`config.mk`:
```
export PLATFORM = sky130hd
export DESIGN_NAME = ils_cell
export DESIGN_NICKNAME = d
export VERILOG_FILES = /design/src/rtl/ils_pkg.sv /design/src/rtl/ils_cell.sv
export SDC_FILE = /design/constraint.sdc
export NUM_CORES = 1
export LEC_CHECK = 0
export BUFFER_PORTS_ARGS = -buffer_cell sky130_fd_sc_hd__buf_2
export CAP_MARGIN = 20
export CORE_AREA = 4 4 80 82
export DETAILED_ROUTE_END_ITERATION = 6
export DIE_AREA = 0 0 84 86
export PLACE_DENSITY_LB_ADDON = 0.25
export SYNTH_ARGS = -nofsm -noshare
export SYNTH_HDL_FRONTEND = slang
export SYNTH_SLANG_ARGS = --single-unit
```
`constraint.sdc`:
```
create_clock -name clock -period 4.65 [get_ports clock]
set_input_delay 0.93 -clock clock [delete_from_list [all_inputs] [get_ports clock]]
set_output_delay 0.93 -clock clock [all_outputs]
set_load 0.01 [all_outputs]
```
`src/rtl/ils_pkg.sv`:
```
// ils_pkg: shared constants, request/status codes and cell control types
// for the indexed list store. No dependencies.
package ils_pkg;

   localparam int CAPACITY    = 64;
   localparam int VALUE_WIDTH = 32;

   // word field widths
   localparam int TYPE_W   = 3;
   localparam int POS_W    = 7;
   localparam int ELEM_W   = 32;
   localparam int READ_W   = 32;
   localparam int STATUS_W = 2;

   localparam int CNT_W = $clog2(CAPACITY + 1);
   localparam int IDX_W = $clog2(CAPACITY);
   localparam int CMP_W = (POS_W > CNT_W) ? POS_W : CNT_W;

   // readout tree
   localparam int GROUP_SIZE = 8;
   localparam int NUM_GROUPS = (CAPACITY + GROUP_SIZE - 1) / GROUP_SIZE;

   // request kinds
   localparam logic [TYPE_W-1:0] REQ_APPEND    = 3'd0;
   localparam logic [TYPE_W-1:0] REQ_INSERT    = 3'd1;
   localparam logic [TYPE_W-1:0] REQ_READ      = 3'd2;
   localparam logic [TYPE_W-1:0] REQ_REMOVE    = 3'd3;
   localparam logic [TYPE_W-1:0] REQ_OVERWRITE = 3'd4;
   localparam logic [TYPE_W-1:0] REQ_CLEAR     = 3'd5;

   // status codes
   localparam logic [STATUS_W-1:0] ST_OK    = 2'd0;
   localparam logic [STATUS_W-1:0] ST_RANGE = 2'd1;
   localparam logic [STATUS_W-1:0] ST_FULL  = 2'd2;

   // cell operations
   localparam logic [1:0] CELL_HOLD       = 2'd0;
   localparam logic [1:0] CELL_WRITE      = 2'd1;
   localparam logic [1:0] CELL_SHIFT_UP   = 2'd2;
   localparam logic [1:0] CELL_SHIFT_DOWN = 2'd3;

   typedef struct packed {
      logic [1:0]             op;
      logic                   rd_en;
      logic [IDX_W-1:0]       pos;
      logic [VALUE_WIDTH-1:0] value;
   } cell_ctl_type;

   typedef struct packed {
      logic [STATUS_W-1:0] status;
      logic [CNT_W-1:0]    count;
      logic                empty;
      logic                full;
   } req_result_type;

endpackage

```
`src/rtl/ils_cell.sv`:
```
// ils_cell: one list entry; loads, or takes a neighbor's entry on a shift.
// Depends on ils_pkg.
module ils_cell (
   input  logic                                clock,
   input  ils_pkg::cell_ctl_type               cell_ctl,
   input  logic [ils_pkg::IDX_W-1:0]           cell_index,
   input  logic [ils_pkg::VALUE_WIDTH-1:0]     left_value,
   input  logic [ils_pkg::VALUE_WIDTH-1:0]     right_value,
   output logic [ils_pkg::VALUE_WIDTH-1:0]     entry_value,
   output logic [ils_pkg::VALUE_WIDTH-1:0]     hit_value
);
   import ils_pkg::*;

   logic [VALUE_WIDTH-1:0] entry_ff;
   logic [VALUE_WIDTH-1:0] entry_in;
   logic                   at_pos;
   logic                   above_pos;

   assign at_pos    = (cell_index == cell_ctl.pos);
   assign above_pos = (cell_index > cell_ctl.pos);

   always_comb begin
      entry_in = entry_ff;
      unique case (cell_ctl.op)
         CELL_WRITE: begin
            if (at_pos) entry_in = cell_ctl.value;
         end
         CELL_SHIFT_UP: begin
            if (above_pos) entry_in = left_value;
            else if (at_pos) entry_in = cell_ctl.value;
         end
         CELL_SHIFT_DOWN: begin
            if (at_pos || above_pos) entry_in = right_value;
         end
         default: entry_in = entry_ff;
      endcase
   end

   always_ff @(posedge clock) begin
      entry_ff <= entry_in;
   end

   assign entry_value = entry_ff;
   assign hit_value   = (cell_ctl.rd_en && at_pos) ? entry_ff : '0;

endmodule

```
Word-level counts from Yosys, hierarchy flattened

Cells that the tools add are included.

Bits in registers: 32
Bits of input ports: 112
Word-level logic and storage cells: 16

Order comparisons: 1
Equal/unequal tests: 5
Multiplexer cells: 5
Reduce and logical (&&, ||, !) cells: 4

Operator list:

| cell                                           | count |
|---|---|
| two-way mux 32 bit                             | 4 |
| case mux 32 bit (3 select lines)               | 1 |
| == test 6 bit                                  | 1 |
| greater-than comparator 6 bit                  | 1 |
| == test 2 bit (second input constant)          | 2 |
| nonzero test 3 bit                             | 1 |
| == test 2 x 1 -> 1 bit (second input constant) | 1 |
| != test 2 bit (second input constant)          | 1 |
| AND reduction 2 bit                            | 1 |
| logical AND 1 bit                              | 1 |
| logical OR 1 bit                               | 1 |

Logic depth before layout (Yosys ltp)

Word-level depth: 4
Gate-level depth with buffers: 8
Gate-level depth less buffers: 7

Worst setup path before layout

No wires, ideal clock.

Path kind: input port to flip-flop
Start point: input cell_ctl[37] (netlist bit)
End point: register entry_ff[0] (netlist: entry_value[0]), enable pin
Library setup time: 436 ps
Arrival: 3,591 ps
Required time: 4,214 ps
Setup slack: 623 ps
Cell stages on the path: 8
Buffers on the path: 2
Cells stage by stage: inv_1 ha_1 nand4_1 nor2_1 buf_4 clkbuf_1 nor2_1 a22oi_1

Word-level cells in the longest chain between the ends: 4
Elaborated cells between the ends (all ways): 5

RTL lines:

| what                                                           | RTL line                       | RTL |
|---|---|---|
| start: declaration                                             | ils_cell.sv:5                  | `input ils_pkg::cell_ctl_type cell_ctl,` |
| greater-than comparator 6 bit or == test 6 bit (tied branches) | ils_cell.sv:20, ils_cell.sv:19 |  |
| logical OR 1 bit (*)                                           | ils_cell.sv:33                 | `if (at_pos \|\| above_pos) entry_in = right_value;` |
| != test 2 bit (no line) (*)                                    | n/a                            |  |
| AND reduction 2 bit (no line) (*)                              | n/a                            |  |
| end signal: assignment                                         | ils_cell.sv:40                 | `entry_ff <= entry_in;` |
| end: declaration                                               | ils_cell.sv:14                 | `logic [VALUE_WIDTH-1:0] entry_ff;` |

Mark *: on every way between the ends. The rest lies on a longest branch, timed or not.
A chain may end at the register's enable or synchronous reset.

Final worst setup path

Start point: input cell_ctl[37] (netlist bit)
End point: output hit_value[0] (netlist bit)

Word-level cells in the longest chain between the ends: 3

RTL lines:

| what               | RTL line       | RTL |
|---|---|---|
| == test 6 bit      | ils_cell.sv:19 | `assign at_pos = (cell_index == cell_ctl.pos);` |
| logical AND 1 bit  | ils_cell.sv:44 | `assign hit_value = (cell_ctl.rd_en && at_pos) ? entry_ff : '0;` |
| two-way mux 32 bit | ils_cell.sv:44 |  |
| end: declaration   | ils_cell.sv:10 | `output logic [ils_pkg::VALUE_WIDTH-1:0] hit_value` |

No other way between the ends.

==> results.yml <==
status:
  status: "finished, final reports clean"
drt:
  drt_first_pass_iters: 4
  wire_per_inst_um: 14.98
  antenna_left: 0
  drc: 0
  wl_met2_mm: 3.310
  wl_mm: 6.771
  m1WireLength_mm: 2.807
  vias: 2288
  drtIter0Drc: 120
  routed-wl-met3_um: 598
  vias_per_cell: 5.062
  top_layer: "met4"
global_route:
  grt_use_total: 0.1793
  grt-ovfl-total: 0
  first_global_vias: 2224
  antenna_found_initial: 0
  grt_max_degree: 50
  grt_first_pass_wirelength_mm: 10.55
worst_hold_path:
  hp-start: "entry_value[7]"
  whs_path_depth: 2
  hold_path_end: "entry_value[7]"
  worst_hold_path_type: "flop to flop"
worst_setup_path:
  reg2reg_slack_ns: 3.71
  path_max_fanout: 49
  crit_required_ns: 3.72
  r2r_end: "entry_value[18]"
  crit_type: "input port to output pin"
  endpoint_kind: "output pin"
  cp.arrival_ns: 2.67
  cp-start-kind: "input port"
  rr_worst_depth: 2
  r2r_start: "entry_value[18]"
power_and_ir_drop:
  intPower_mw: 0.6057
  pwr-share-comb: 0.285
  p_switching_mw: 0.2598
  switching_share: 0.3002
  p_leak_nw: 1.600
  ir_drop_v: 0.0001420
  power_frac_seq: 0.486
  power_density_nw_per_um2: 267.9
  pwr-share-clk: 0.229
placed_design:
  io_buffers: 175
  dp.final_hpwl_mm: 5.127
  place_congestion: 0.8113
  placed_area_um2: 3151
yosys:
  synth_edf_count: 32
  ys.flop_type: "edfxtp_1"
  synth.top_cell.area_share: 0.4329
  synth.distinct_cells: 25
  syn_inst: 211
  synthArstFlopShare: 0
  syn_area_um2: 2220
  synth_top_cell_by_area: "edfxtp_1"
  yosysMostFrequentCell: "a22oi_1"
  yosys-top-cells-area: "edfxtp_1, mux2i_1, a22oi_1, and3_1, o21ai_0"
  avgSynthCellArea_um2: 10.52
  synth_seq_cells: 32
  ys_seq_area_frac: 0.4329
  synth_top_cells_by_count: "a22oi_1, and3_1, edfxtp_1, mux2i_1, o21ai_0"
  syn_nets: 331
  yosysWarningCount: 0
clock_network:
  htree_levels: 2
  cts_hold_buf: 0
  cts_setup_buffers: 0
  cts_buffer_depth: 2
  clock_sinks: 32
  cts-root-buf: "clkbuf_8"
  cts_resized: 0
  clock_latency_ns: 0.27
  cts_tree: "built"
  cts.clk_slew.worst_paths_ns: 0.06
  cts_inserted_buffers: 5
timing:
  hold_viol_final: 0
  rsz0062_at_grt: "no"
  setup_tns_ns: 0
  fin_worst_skew_ns: 0
  setup_viol: 0
  worst_pin_slew_ns: 0.8901
  fin_crit_sh: 0.7743
  period_minus_slack_ns: 3.601
  fmax_mhz: 277.7
  slew_headroom: 0.4066
  final_max_slew_viol_count: 0
cells_and_area:
  drive_above_1_share: 0.4987
  largest_register_ffs: 32
  area_delta_synth_final_pct: 45.55
  nNetsFinal: 496
  stdcell_area_um2: 3231
  diodes: 0
floorplan:
  die-area_um2: 7224
  rows: 28
  core_um2: 5746
  ios: 176
  die_h_um: 86
  start_util: 0.3863
  die-width_um: 84
job:
  max-cap-violations: 0
[power by group through the flow]
stage          combinational (mW)  sequential [mW]  clock, mW
3_3_place_gp                0.242            0.424          0
6_report                    0.247            0.420      0.198
2_1_floorplan               0.102            0.445          0
5_1_grt                     0.276            0.429      0.217
3_5_place_dp                0.251            0.425          0
4_1_cts                     0.251            0.421      0.207
[critical path, stage by stage]
cell,delay (ns)
buf_2,0.07
inv_1,0.03
ha_1,0.31
nand4_1,0.20
nor2_4,0.45
buf_12,0.31
and3_1,0.19
buf_2,0.13
[layout make-up]
cell class / instances / area [um^2]
clock buffer: 7 / 76.32
sequential: 32 / 960.9
tap: 75 / 93.84
fill: 562 / 2515
clock inverter: 1 / 3.754
inverter: 8 / 30.03
multi-input combinational: 151 / 1155
timing repair buffer: 178 / 910.9
[per-stage QoR]
step / instances / utilization / power [mW] / worst slack [ns] / hold WS (ns)
floorplan: 211 / - / 0.5470 / 0.6230 / 0.6731
global placement: 444 / 0.5483 / 0.6667 / 1.092 / 0.6298
detailed placement: 444 / 0.5483 / 0.6763 / 1.068 / 0.6466
CTS: 452 / 0.5623 / 0.8784 / 1.057 / 0.6622
global route: 452 / 0.5623 / 0.9223 / 0.8988 / 0.7154
finish: 452 / 0.5623 / 0.8654 / 1.049 / 0.6569
[layer usage]
metal,track usage,vias to the layer above
li1,-,1150
met3,0.04131,5
met1,0.2203,1021
met5,0,-
met4,0.05117,0
met2,0.3153,112
[cells in the final DEF (no fill, tap or decap)]
master / instances
nand3_1: 1
a21oi_1: 1
buf_4: 2
inv_1: 8
clkbuf_1: 2
nand4_1: 1
and3_4: 1
nand2b_1: 1
nor2_1: 1
buf_12: 1
a22oi_2: 1
nor2_4: 1
clkinv_1: 1
a21o_1: 1
a22oi_4: 1
nand2_1: 1
edfxtp_1: 32
a31oi_4: 1
and3_1: 32
o21bai_1: 1
clkbuf_8: 5
a22oi_1: 32
o21ai_0: 26
buf_2: 175
mux2i_1: 32
nor2b_1: 1
o21ai_1: 7
ha_1: 8
[worst max-delay path by stage]
stage / from / end / slack [ns] / depth (start not counted)
after floorplan: cell_ctl[37] / entry_value[0] / 0.62 / 8
after global placement: cell_ctl[37] / hit_value[0] / 1.09 / 8
after detailed placement: cell_ctl[37] / hit_value[0] / 1.07 / 8
after CTS: cell_ctl[37] / hit_value[0] / 1.06 / 8
after global routing: cell_ctl[37] / hit_value[8] / 0.90 / 8
final: cell_ctl[37] / hit_value[0] / 1.05 / 8
[cell families after synthesis]
kind of cell,after synthesis,synth area share
mux,32,0.1443
simple gates,40,0.1111
fa+ha+maj,8,0.04510
buf+inv,28,0.05637
compound gates,71,0.2103
flops,32,0.4329
Note: power is estimated with default switching activity, not from simulation.
