### config.mk
export PLATFORM = sky130hd
export DESIGN_NAME = ils_ctrl
export DESIGN_NICKNAME = d
export VERILOG_FILES = /design/src/rtl/ils_pkg.sv /design/src/rtl/ils_ctrl.sv
export SDC_FILE = /design/constraint.sdc
export NUM_CORES = 1
export LEC_CHECK = 0
export BUFFER_PORTS_ARGS = -buffer_cell sky130_fd_sc_hd__buf_2
export CAP_MARGIN = 20
export CORE_MARGIN = 4
export CORE_UTILIZATION = 40
export DETAILED_ROUTE_END_ITERATION = 10
export PLACE_DENSITY = 0.84
export SETUP_SLACK_MARGIN = 0.4
export SLEW_MARGIN = 15
export SYNTH_ARGS = -nofsm -noshare
export SYNTH_HDL_FRONTEND = slang
export SYNTH_SLANG_ARGS = --single-unit
export TNS_END_PERCENT = 5
### constraint.sdc
create_clock -name clock -period 7.2 [get_ports clock]
set_input_delay 0.36 -clock clock [delete_from_list [all_inputs] [get_ports clock]]
set_output_delay 0.36 -clock clock [all_outputs]
set_load 0.02 [all_outputs]
### src/rtl/ils_pkg.sv
// ils_pkg: shared constants, request/status codes and cell control types
// for the indexed list store. No dependencies.
package ils_pkg;

   localparam int CAPACITY    = 64;
   localparam int VALUE_WIDTH = 32;

   // word field widths
   localparam int TYPE_W   = 3;
   localparam int POS_W    = 7;
   localparam int ELEM_W   = 32;
   localparam int READ_W   = 32;
   localparam int STATUS_W = 2;

   localparam int CNT_W = $clog2(CAPACITY + 1);
   localparam int IDX_W = $clog2(CAPACITY);
   localparam int CMP_W = (POS_W > CNT_W) ? POS_W : CNT_W;

   // readout tree
   localparam int GROUP_SIZE = 8;
   localparam int NUM_GROUPS = (CAPACITY + GROUP_SIZE - 1) / GROUP_SIZE;

   // request kinds
   localparam logic [TYPE_W-1:0] REQ_APPEND    = 3'd0;
   localparam logic [TYPE_W-1:0] REQ_INSERT    = 3'd1;
   localparam logic [TYPE_W-1:0] REQ_READ      = 3'd2;
   localparam logic [TYPE_W-1:0] REQ_REMOVE    = 3'd3;
   localparam logic [TYPE_W-1:0] REQ_OVERWRITE = 3'd4;
   localparam logic [TYPE_W-1:0] REQ_CLEAR     = 3'd5;

   // status codes
   localparam logic [STATUS_W-1:0] ST_OK    = 2'd0;
   localparam logic [STATUS_W-1:0] ST_RANGE = 2'd1;
   localparam logic [STATUS_W-1:0] ST_FULL  = 2'd2;

   // cell operations
   localparam logic [1:0] CELL_HOLD       = 2'd0;
   localparam logic [1:0] CELL_WRITE      = 2'd1;
   localparam logic [1:0] CELL_SHIFT_UP   = 2'd2;
   localparam logic [1:0] CELL_SHIFT_DOWN = 2'd3;

   typedef struct packed {
      logic [1:0]             op;
      logic                   rd_en;
      logic [IDX_W-1:0]       pos;
      logic [VALUE_WIDTH-1:0] value;
   } cell_ctl_type;

   typedef struct packed {
      logic [STATUS_W-1:0] status;
      logic [CNT_W-1:0]    count;
      logic                empty;
      logic                full;
   } req_result_type;

endpackage

### src/rtl/ils_ctrl.sv
// ils_ctrl: entry count, request decode and range/full checks; drives the cell row.
// Depends on ils_pkg.
module ils_ctrl (
   input  logic                         clock,
   input  logic                         reset,
   input  logic                         take,
   input  logic [ils_pkg::TYPE_W-1:0]   req_type,
   input  logic [ils_pkg::POS_W-1:0]    position,
   input  logic [ils_pkg::ELEM_W-1:0]   elem_value,
   output ils_pkg::cell_ctl_type        cell_ctl,
   output ils_pkg::req_result_type      result
);
   import ils_pkg::*;

   logic [CNT_W-1:0]    count_ff;
   logic [CNT_W-1:0]    count_in;
   logic [CNT_W-1:0]    count_next;
   logic [CMP_W-1:0]    pos_ext;
   logic [CMP_W-1:0]    cnt_ext;
   logic                list_full;
   logic [1:0]          op_sel;
   logic                rd_sel;
   logic [IDX_W-1:0]    pos_sel;
   logic [STATUS_W-1:0] status;

   assign pos_ext   = CMP_W'(position);
   assign cnt_ext   = CMP_W'(count_ff);
   assign list_full = (count_ff == CNT_W'(CAPACITY));

   always_comb begin
      op_sel     = CELL_HOLD;
      rd_sel     = 1'b0;
      pos_sel    = position[IDX_W-1:0];
      status     = ST_OK;
      count_next = count_ff;
      unique case (req_type)
         REQ_APPEND: begin
            if (list_full) status = ST_FULL;
            else begin
               op_sel     = CELL_WRITE;
               pos_sel    = count_ff[IDX_W-1:0];
               count_next = count_ff + 1'b1;
            end
         end
         REQ_INSERT: begin
            if (pos_ext > cnt_ext) status = ST_RANGE;
            else if (list_full) status = ST_FULL;
            else begin
               op_sel     = CELL_SHIFT_UP;
               count_next = count_ff + 1'b1;
            end
         end
         REQ_READ: begin
            if (pos_ext >= cnt_ext) status = ST_RANGE;
            else rd_sel = 1'b1;
         end
         REQ_REMOVE: begin
            if (pos_ext >= cnt_ext) status = ST_RANGE;
            else begin
               op_sel     = CELL_SHIFT_DOWN;
               count_next = count_ff - 1'b1;
            end
         end
         REQ_OVERWRITE: begin
            if (pos_ext >= cnt_ext) status = ST_RANGE;
            else op_sel = CELL_WRITE;
         end
         REQ_CLEAR: count_next = '0;
         default: status = ST_OK;  // unknown kinds are ignored
      endcase
   end

   assign count_in = take ? count_next : count_ff;

   always_ff @(posedge clock) begin
      if (reset) count_ff <= '0;
      else count_ff <= count_in;
   end

   assign cell_ctl.op    = take ? op_sel : CELL_HOLD;
   assign cell_ctl.rd_en = take && rd_sel;
   assign cell_ctl.pos   = pos_sel;
   assign cell_ctl.value = VALUE_WIDTH'(elem_value);

   assign result.status = status;
   assign result.count  = count_next;
   assign result.empty  = (count_next == '0);
   assign result.full   = (count_next == CNT_W'(CAPACITY));

`ifndef ASSERT_OFF
   a_count_bound: assert property (@(posedge clock) disable iff (reset)
      count_ff <= CNT_W'(CAPACITY))
      else $error("entry count above capacity");

   a_grow: assert property (@(posedge clock) disable iff (reset)
      take && (req_type == REQ_APPEND || req_type == REQ_INSERT) && status == ST_OK
      |=> count_ff == CNT_W'($past(count_ff) + 1'b1))
      else $error("accepted add did not grow the list by one");

   a_clear: assert property (@(posedge clock) disable iff (reset)
      take && req_type == REQ_CLEAR |=> count_ff == '0)
      else $error("clear left entries counted");
`endif

endmodule

[Yosys cells after proc, flatten, opt, wreduce, memory -nomap -nowiden]
Cells that the tools add are included.
Word-level totals
  bits in registers: 7
  input bits: 45
  output and inout bits: 52
  logic and storage cells: 35
Operators by class
  add/sub/neg operators: 2
  magnitude comparators: 2
  equality and inequality tests: 7
  mux-type cells: 19
  reduce and logical (&&, ||, !) cells: 4
Operators with widths (number)
  case mux 7 bit (4 select lines): 1
  two-way mux 7 bit: 3
  == test 7 bit, second input constant: 2
  two-way mux 2 bit: 6
  two-way mux 6 bit: 2
  case mux 2 bit (4 select lines): 1
  adder 7 x 1 -> 7 bit, second input constant: 1
  greater-or-equal comparator 7 bit: 1
  > comparator 7 bit: 1
  logical NOT 7 bit: 1
  subtractor 7 x 1 -> 7 bit, second input constant: 1
  == test 3 x 2 -> 1 bit, second input constant: 2
  == test 3 bit, second input constant: 2
  case mux 2 bit (3 select lines): 1
  two-way mux 1 bit: 5
  == test 3 x 1 -> 1 bit, second input constant: 1
  logical NOT 3 bit: 1
  OR reduction 3 bit: 1
  logical AND 1 bit: 1

[Logic depth before layout (Yosys ltp)]
Gate-level depths: netlist (run 1).
  depth after elaboration: 5
  gate-level depth with buffers: 11
  mapped depth without buffers: 9

[Worst setup path after synthesis (run 1)]
Ideal clock, no wire load.
  path type: register -> output
  start: register count_ff[0] (netlist: cnt_ext[0])
  end: output result[0] in the netlist's numbering
  arrival time: 3.077 ns
  data required time: 6.840 ns
  path slack: 3.763 ns
  cell stages (with the launch flop): 9
  buffers on the path: 0
  cells stage by stage: dfxtp_1 -> ha_1 -> nand2b_1 -> a211o_1 -> a21oi_2 -> a21o_1 -> a41oi_1 -> or4_1 -> nor4_1
RTL lines
  start, declared: line ils_ctrl.sv:15  | logic [CNT_W-1:0] count_ff;
  start signal, assigned: line ils_ctrl.sv:77  | else count_ff <= count_in;
  end, declared: line ils_ctrl.sv:11  | output ils_pkg::req_result_type result

==> results.txt, run 1 <==
----------------------------------------------------
[Yosys]
  Ranking of synthesized cells by area ... sky130_fd_sc_hd__buf_4 19%, sky130_fd_sc_hd__dfxtp_1 10%, sky130_fd_sc_hd__ha_1 8.4%, sky130_fd_sc_hd__nor2_1 5.1%, sky130_fd_sc_hd__mux2i_1 4.5%
  Synth async-reset ratio ... 0%
  Instance count of the mapped netlist ... 185
  Post-Synthesis Net Count ... 239
  Number of enable-type register cells in the synthesized netlist ... 0
  Number of library cell types mapped by synthesis ... 46
  Area share of the leading cell type in the synthesized netlist ... 18.5%
  Part of the Yosys area used for sequential elements ... 10.5%
  Leading register cell type out of synthesis ... sky130_fd_sc_hd__dfxtp_1
  Yosys warning total ... 0
  Synthesized cell area ... 1340 µm²
  Flops & latches, synth ... 7
  Yosys top cell by area ... sky130_fd_sc_hd__buf_4
  Mean instance size in the synthesized netlist ... 7.22 µm²

[Clocking]
  Clock root buffer master ... sky130_fd_sc_hd__clkbuf_4
  TritonCTS clock tree ... built
  CTS hold repair buffers ... 0
  # Post-CTS Setup Buffers ... 0
  H-tree depth ... 1
  Resize count post-CTS ... 0
  Number of buffers added by the clock tree synthesis step ... 3
  Deepest clock path buffer count ... 2
  Clock-pin slew reported for the worst setup and hold paths after clock tree synthesis ... 0.05 ns
  Num Clock Sinks ... 7
  Clock latency of the later-clocked register in the worst-skew pair ... 0.25 ns

[Critical path]
  Cell type of the slowest stage on the worst timing path ... sky130_fd_sc_hd__dfxtp_1
  Crit path buffers/inverters ... 2
  Endpoint class of the critical path ... output pin
  Largest driver fanout on the critical path ... 13
  Stage delay of the slowest cell on the critical path ... 0.48 ns
  Critical Path, Cell by Cell ... inv_1 -> ha_1 -> nand4_2 -> o21ai_1 -> a22o_1 -> a21oi_1 -> mux2i_1 -> or4_1 -> nor4_1 -> buf_2
  Gate family responsible for the most delay along the worst path ... compound AO/OA/AOI/OAI gates
  Reg-to-Reg End ... cnt_ext[6]
  CP startpoint kind ... flop
  WS Path Type ... flop to output pin
  Cell count of the worst reg-to-reg path ... 9
  Logic depth of the worst setup path including buffers ... 10
  Critical Path Sink ... result[1]
  Worst setup path startpoint ... cnt_ext[3]
  RR Startpoint ... cnt_ext[3]
  R2r setup slk ... 4.56 ns
  Critical path data required time ... 6.84 ns
  Data arrival, critical path ... 3.22 ns

[Floorplan]
  Die W ... 65.8 µm
  Die Span Y ... 65.8 µm
  Number of rows in the core area ... 20
  Total Die Area ... 4330 µm²
  Starting density of the core ... 42.7%
  Area inside the core boundary ... 3130 µm²
  Boundary Pins ... 97

[Pwr]
  Power Internal ... 90.2 µW
  Switching Power ... 63.2 µW
  Fraction of power consumed by combinational cells ... 48.6%
  Proportion of power drawn by flip-flops and latches ... 28.2%
  Static leakage power ... 0.617 nW
  P per Cell Area ... 118 nW/µm²
  Fraction of power spent switching nets ... 41.2%
  Highest ir drop seen on vdd ... 0.0000630 V
  Power share of the clock group ... 23.2%

[Timing]
  Final period utilization ... 49.8%
  Number of hold violations in the final report ... 0
  Slew headroom ... 60.8%
  Period minus WS final ... 3.58 ns
  Final Setup Violations ... 0
  Sum of negative setup slack ... 0 ns
  Setup repair after global routing missed its margin ... no
  Actual slew at the worst max-slew pin ... 0.580 ns
  Max-slew violation count ... 0
  Max Clock Skew ... 0.00223 ns
  Timing-limited maximum frequency ... 0.279 GHz

[Global route]
  Initial antenna violation count ... 0
  Number of global-route vias before repair ... 1209
  Pin count of the biggest net entering global routing ... 14
  Layer carrying the most global-route usage ... met2
  Met1 GRT Util ... 20.0%
  GRT Util Overall ... 14.8%
  Leftover overflow at the end of global routing ... 0
  Global Route met3 Usage ... 3.91%
  Routing usage on met2 ... 22.4%
  Wire length of the first global-routing pass ... 5.31 mm

[Hold path]
  Classification of the worst-slack hold path ... primary input to flop

[Route]
  Final routed wirelength across all metal layers ... 3.10 mm
  DR WL/cell ... 13.7 µm
  Post-route DRC ... 0
  Iteration count of the initial detailed-routing pass ... 5
  Detail Route Antenna Nets ... 0
  Post-DR vias/cell ... 5.65
  Total number of vias ... 1283
  Starting DRC count in detailed routing ... 51

[Outcome]
  Outcome ... completed

[Layout]
  Layout cells sized above 1 ... 23.5%
  Number of flip-flops under the largest register name ... 7
  Final cell count without fillers ... 227
  Syn-to-layout area delta ... -2.62%
  Net count reported at finish ... 238
  Antenna diode count ... 0

[Place]
  Placed cell count ... 223
  Half-perimeter wire length after placement ... 2.52 mm
  # port buffers ... 32
  RD Place Congestion ... 0.968

[Job]
  Max Cap Viol ... 0

----------------------------------------------------
cells in the mapped netlist, types with 3 or more instances:
cell                      count
sky130_fd_sc_hd__a21o_1       4
sky130_fd_sc_hd__a21oi_1     10
sky130_fd_sc_hd__a22o_1       6
sky130_fd_sc_hd__a31oi_1      3
sky130_fd_sc_hd__and3_1       4
sky130_fd_sc_hd__buf_4       33
sky130_fd_sc_hd__dfxtp_1      7
sky130_fd_sc_hd__ha_1         9
sky130_fd_sc_hd__inv_1       12
sky130_fd_sc_hd__mux2i_1      6
sky130_fd_sc_hd__nand2_1     14
sky130_fd_sc_hd__nand3_1      3
sky130_fd_sc_hd__nor2_1      18
sky130_fd_sc_hd__nor3_1       5
sky130_fd_sc_hd__nor4_1       3
sky130_fd_sc_hd__o21ai_0      9
metal layers:
metal | part of all wire [%] | vias to the layer above
met4 | 0.68 | 0
met1 | 46 | 585
met2 | 42 | 62
met5 | 0 | -
li1 | - | 632
met3 | 11 | 4
power groups by stage:
stage,clock network [mW],registers (mW),logic [mW]
global route,0.0393,0.0432,0.0835
floorplan,0,0.0424,0.0829
detailed placement,0,0.0439,0.0742
finish,0.0356,0.0432,0.0746
CTS,0.0371,0.0430,0.0745
global placement,0,0.0436,0.0739
final cells by class:
cell class / count / area, µm²
tap: 44 / 55.1
sequential: 7 / 140
multi-input combinational: 128 / 875
fill: 327 / 1830
clock buffer: 4 / 26.3
inverter: 12 / 45.0
timing repair buffer: 32 / 160
cells in the final DEF, fill, tap and decap left out, types with 3 or more instances in the layout:
cell type and instances:
sky130_fd_sc_hd__nand3_1 3, sky130_fd_sc_hd__buf_2 32, sky130_fd_sc_hd__nor2_1 18, sky130_fd_sc_hd__ha_1 9, sky130_fd_sc_hd__a21oi_1 10, sky130_fd_sc_hd__mux2i_1 6
sky130_fd_sc_hd__nor3_1 5, sky130_fd_sc_hd__nand2_1 14, sky130_fd_sc_hd__a31oi_1 3, sky130_fd_sc_hd__dfxtp_1 7, sky130_fd_sc_hd__a21o_1 4, sky130_fd_sc_hd__o21ai_0 9
sky130_fd_sc_hd__inv_1 12, sky130_fd_sc_hd__a22o_1 6, sky130_fd_sc_hd__and3_1 4, sky130_fd_sc_hd__clkbuf_4 3, sky130_fd_sc_hd__nor4_1 3
through the flow:
stage	hold slack [ns]	worst slack, ns	area (µm²)	power [mW]	utilization [%]
CTS	0.354	3.60	1300	0.155	41.6
global route	0.367	3.25	1300	0.166	41.6
floorplan	0.432	3.76	1340	0.125	-
global placement	0.557	3.94	1270	0.118	40.8
finish	0.354	3.62	1300	0.153	41.6
detailed placement	0.568	3.89	1270	0.118	40.8
logic make-up (layout without fill, tap and decap cells):
group	Yosys count	after routing	synth area share, %
flip-flops	7	7	10.5
buffers and inverters	50	48	24.1
AND/OR/NAND/NOR	59	59	22.7
multiplexers	6	6	4.49
adder cells (fa/ha/maj)	9	9	8.43
AO/OA/AOI/OAI	54	54	29.9
how the worst min path moves through the flow:
stage,startpoint,end,cells past startpoint
2_1_floorplan,reset,cnt_ext[0],1
3_3_place_gp,cnt_ext[6],cnt_ext[6],2
3_5_place_dp,cnt_ext[6],cnt_ext[6],2
4_1_cts,reset,cnt_ext[3],2
5_1_grt,reset,cnt_ext[6],2
6_report,reset,cnt_ext[3],2
Note: power is estimated with default switching activity, not from simulation.
==> run 2: changes to the inputs <==
--- a/config.mk
+++ b/config.mk
@@ -5,12 +5,13 @@
 export SDC_FILE = /design/constraint.sdc
 export NUM_CORES = 1
 export LEC_CHECK = 0
+export ABC_AREA = 1
 export BUFFER_PORTS_ARGS = -buffer_cell sky130_fd_sc_hd__buf_2
 export CAP_MARGIN = 20
 export CORE_MARGIN = 4
 export CORE_UTILIZATION = 40
 export DETAILED_ROUTE_END_ITERATION = 10
-export PLACE_DENSITY = 0.84
+export PLACE_DENSITY = 0.8
 export SETUP_SLACK_MARGIN = 0.4
 export SLEW_MARGIN = 15
 export SYNTH_ARGS = -nofsm -noshare
==> constraint.sdc (replaced) <==
create_clock -name clock -period 3.6 [get_ports clock]
set_input_delay 0.18 -clock clock [delete_from_list [all_inputs] [get_ports clock]]
set_output_delay 0.18 -clock clock [all_outputs]
set_load 0.02 [all_outputs]
==> run 2 against run 1 <==
Against the previous run:
- global-route usage is 1.5 points higher
- non-clock buffer count stayed put
- sequential share of layout area is 2.0 points lower
- via count is 23% higher
- cell area is 22% higher
- critical path depth is 5 higher
- largest cell class unchanged
- sequential power is 120% higher
- die area is 16% higher
- clock-buffer cell count stayed put
==> results.txt, run 2 <==
----------------------------------------------------
[Floorplan]
  Starting density of the core ... 42.1%
  Area inside the core boundary ... 3740 µm²
  Boundary Pins ... 97
  Number of rows in the core area ... 22
  Die Span Y ... 70.8 µm
  Die W ... 70.8 µm
  Total Die Area ... 5010 µm²

[Critical path]
  Endpoint class of the critical path ... output pin
  Largest driver fanout on the critical path ... 7
  Critical path data required time ... 3.42 ns
  CP startpoint kind ... flop
  Data arrival, critical path ... 2.70 ns
  WS Path Type ... flop to output pin

[Route]
  Final routed wirelength across all metal layers ... 4.03 mm
  DR WL/cell ... 12.9 µm
  Total number of vias ... 1579
  Starting DRC count in detailed routing ... 72
  Post-route DRC ... 0
  Post-DR vias/cell ... 5.06
  Detail Route Antenna Nets ... 0
  Iteration count of the initial detailed-routing pass ... 5

[Global route]
  Number of global-route vias before repair ... 1503
  GRT Util Overall ... 16.3%
  Global Route met3 Usage ... 1.56%
  Leftover overflow at the end of global routing ... 0
  Initial antenna violation count ... 0
  Layer carrying the most global-route usage ... met2
  Met1 GRT Util ... 20.4%
  Wire length of the first global-routing pass ... 6.79 mm
  Routing usage on met2 ... 28.4%
  Pin count of the biggest net entering global routing ... 13

[Layout]
  Fraction of the core area covered by cells at the end of the flow ... 42.5%
  Final-layout fill cell count ... 426
  Antenna diode count ... 0
  Number of flip-flops under the largest register name ... 7
  Most common cell after layout, fill and taps aside ... sky130_fd_sc_hd__nand2_1
  Layout cells sized above 1 ... 26.5%
  Net count reported at finish ... 319
  Leading cell types in the layout, fill and taps excluded ... 58 x sky130_fd_sc_hd__nand2_1, 32 x sky130_fd_sc_hd__buf_2, 28 x sky130_fd_sc_hd__inv_1
  Finished Cell Area ... 1590 µm²
  Syn-to-layout area delta ... 1.03%

[Yosys]
  Ranking of synthesized cells by area ... sky130_fd_sc_hd__buf_4 15%, sky130_fd_sc_hd__nand2_1 14%, sky130_fd_sc_hd__dfxtp_1 8.9%, sky130_fd_sc_hd__nand3_1 8.3%, sky130_fd_sc_hd__ha_1 7.1%
  Most common library cells after synthesis ... 58 x sky130_fd_sc_hd__nand2_1, 32 x sky130_fd_sc_hd__buf_4, 28 x sky130_fd_sc_hd__inv_1, 26 x sky130_fd_sc_hd__nand3_1, 24 x sky130_fd_sc_hd__nor2_1
  Number of enable-type register cells in the synthesized netlist ... 0
  Most frequent cell after synthesis ... sky130_fd_sc_hd__nand2_1
  Synthesized cell area ... 1580 µm²
  Mean instance size in the synthesized netlist ... 5.99 µm²
  Yosys top cell by area ... sky130_fd_sc_hd__buf_4
  Post-Synthesis Net Count ... 317
  Part of the Yosys area used for sequential elements ... 8.89%
  Yosys warning total ... 0
  Flops & latches, synth ... 7
  Number of library cell types mapped by synthesis ... 32
  Synth async-reset ratio ... 0%
  Leading register cell type out of synthesis ... sky130_fd_sc_hd__dfxtp_1
  Instance count of the mapped netlist ... 263
  Area share of the leading cell type in the synthesized netlist ... 15.2%

[Place]
  # port buffers ... 32
  RD Place Congestion ... 0.963
  Half-perimeter wire length after placement ... 3.32 mm
  Post-DP Area ... 1540 µm²

[Timing]
  Period minus WS final ... 2.88 ns
  Max-slew violation count ... 0
  Sum of negative setup slack ... 0 ns
  Setup repair after global routing missed its margin ... no
  Number of hold violations in the final report ... 0
  Actual slew at the worst max-slew pin ... 0.357 ns
  Timing-limited maximum frequency ... 0.347 GHz
  Max Clock Skew ... 0.00195 ns
  Slew headroom ... 76.2%
  Final period utilization ... 80.1%
  Final Setup Violations ... 0

[Clocking]
  Clock-pin slew reported for the worst setup and hold paths after clock tree synthesis ... 0.04 ns
  # Post-CTS Setup Buffers ... 0
  Deepest clock path buffer count ... 2
  Clock root buffer master ... sky130_fd_sc_hd__clkbuf_8
  Clock latency of the later-clocked register in the worst-skew pair ... 0.23 ns
  H-tree depth ... 1
  Num Clock Sinks ... 7
  Resize count post-CTS ... 0
  Number of buffers added by the clock tree synthesis step ... 3
  CTS hold repair buffers ... 0
  TritonCTS clock tree ... built

[Pwr]
  Static leakage power ... 0.893 nW
  P per Cell Area ... 299 nW/µm²
  Highest ir drop seen on vdd ... 0.000205 V

[Outcome]
  Outcome ... completed

[Job]
  Max Cap Viol ... 0

[Hold path]
  Classification of the worst-slack hold path ... primary input to flop

----------------------------------------------------
[run 2: through the flow]
| step | hold WS (ns) | instances | setup slack (ns) | power, mW |
|---|---|---|---|---|
| floorplan | 0.273 | 263 | 1.19 | 0.346 |
| global placement | 0.360 | 308 | 0.883 | 0.359 |
| detailed placement | 0.360 | 308 | 0.849 | 0.362 |
| CTS | 0.199 | 312 | 0.600 | 0.476 |
| global route | 0.227 | 312 | 0.470 | 0.517 |
| finish | 0.201 | 312 | 0.716 | 0.477 |
[run 2: final cells by class]
class / instances / area [µm²] / share of cell area (%)
repair buffers: 32 / 160 / 10.1
well taps: 48 / 60.1 / 3.77
clock buffers: 4 / 45.0 / 2.83
flip-flops and latches: 7 / 140 / 8.80
multi-input cells: 187 / 1060 / 66.3
inverters: 34 / 131 / 8.25
[run 2: critical path, stage by stage, from the launching register on]
cell	delay [ns]
sky130_fd_sc_hd__dfxtp_1	0.45
sky130_fd_sc_hd__clkinvlp_4	0.26
sky130_fd_sc_hd__ha_1	0.34
sky130_fd_sc_hd__nand2_2	0.07
sky130_fd_sc_hd__nor2_4	0.16
sky130_fd_sc_hd__nand2_2	0.11
sky130_fd_sc_hd__nand2_4	0.12
sky130_fd_sc_hd__nand2_4	0.08
sky130_fd_sc_hd__nand2_2	0.10
sky130_fd_sc_hd__nor2_1	0.05
sky130_fd_sc_hd__nor2_1	0.14
sky130_fd_sc_hd__nand3_2	0.13
sky130_fd_sc_hd__nor2_1	0.13
sky130_fd_sc_hd__nand2_1	0.07
sky130_fd_sc_hd__nor2_1	0.09
sky130_fd_sc_hd__buf_2	0.16
[run 2: final timing paths]
kind              startpoint         end  slack [ns]  cells past startpoint
setup / recovery  cnt_ext[5]   result[1]        0.72                     15
hold / removal          take  cnt_ext[5]        0.20                      2
setup reg to reg  cnt_ext[5]  cnt_ext[2]        1.25                     14
hold reg to reg   cnt_ext[5]  cnt_ext[5]        0.66                      2
[run 2: metal layers]
| layer | wire length, µm | vias up |
|---|---|---|
| li1 | - | 813 |
| met1 | 1750 | 705 |
| met2 | 1930 | 52 |
| met3 | 278 | 9 |
| met4 | 60 | 0 |
| met5 | 0 | - |
[run 2: logic make-up (layout without fill, tap and decap cells)]
family,count (synthesis),count (layout),synth area share [%]
flip-flops,7,7,8.89
XOR/XNOR,5,5,2.78
buffers and inverters,69,70,24.6
AND/OR/NAND/NOR,142,142,45.4
adder cells (fa/ha/maj),9,9,7.14
AO/OA/AOI/OAI,31,31,11.2
[run 2: report_power, final]
group / leakage [nW] / total, mW / internal [mW] / switching (mW)
registers: 0.0579 / 0.0961 / 0.0842 / 0.0119
logic: 0.812 / 0.268 / 0.0896 / 0.179
clock network: 0.0228 / 0.112 / 0.0768 / 0.0356
total: 0.893 / 0.477 / 0.250 / 0.226
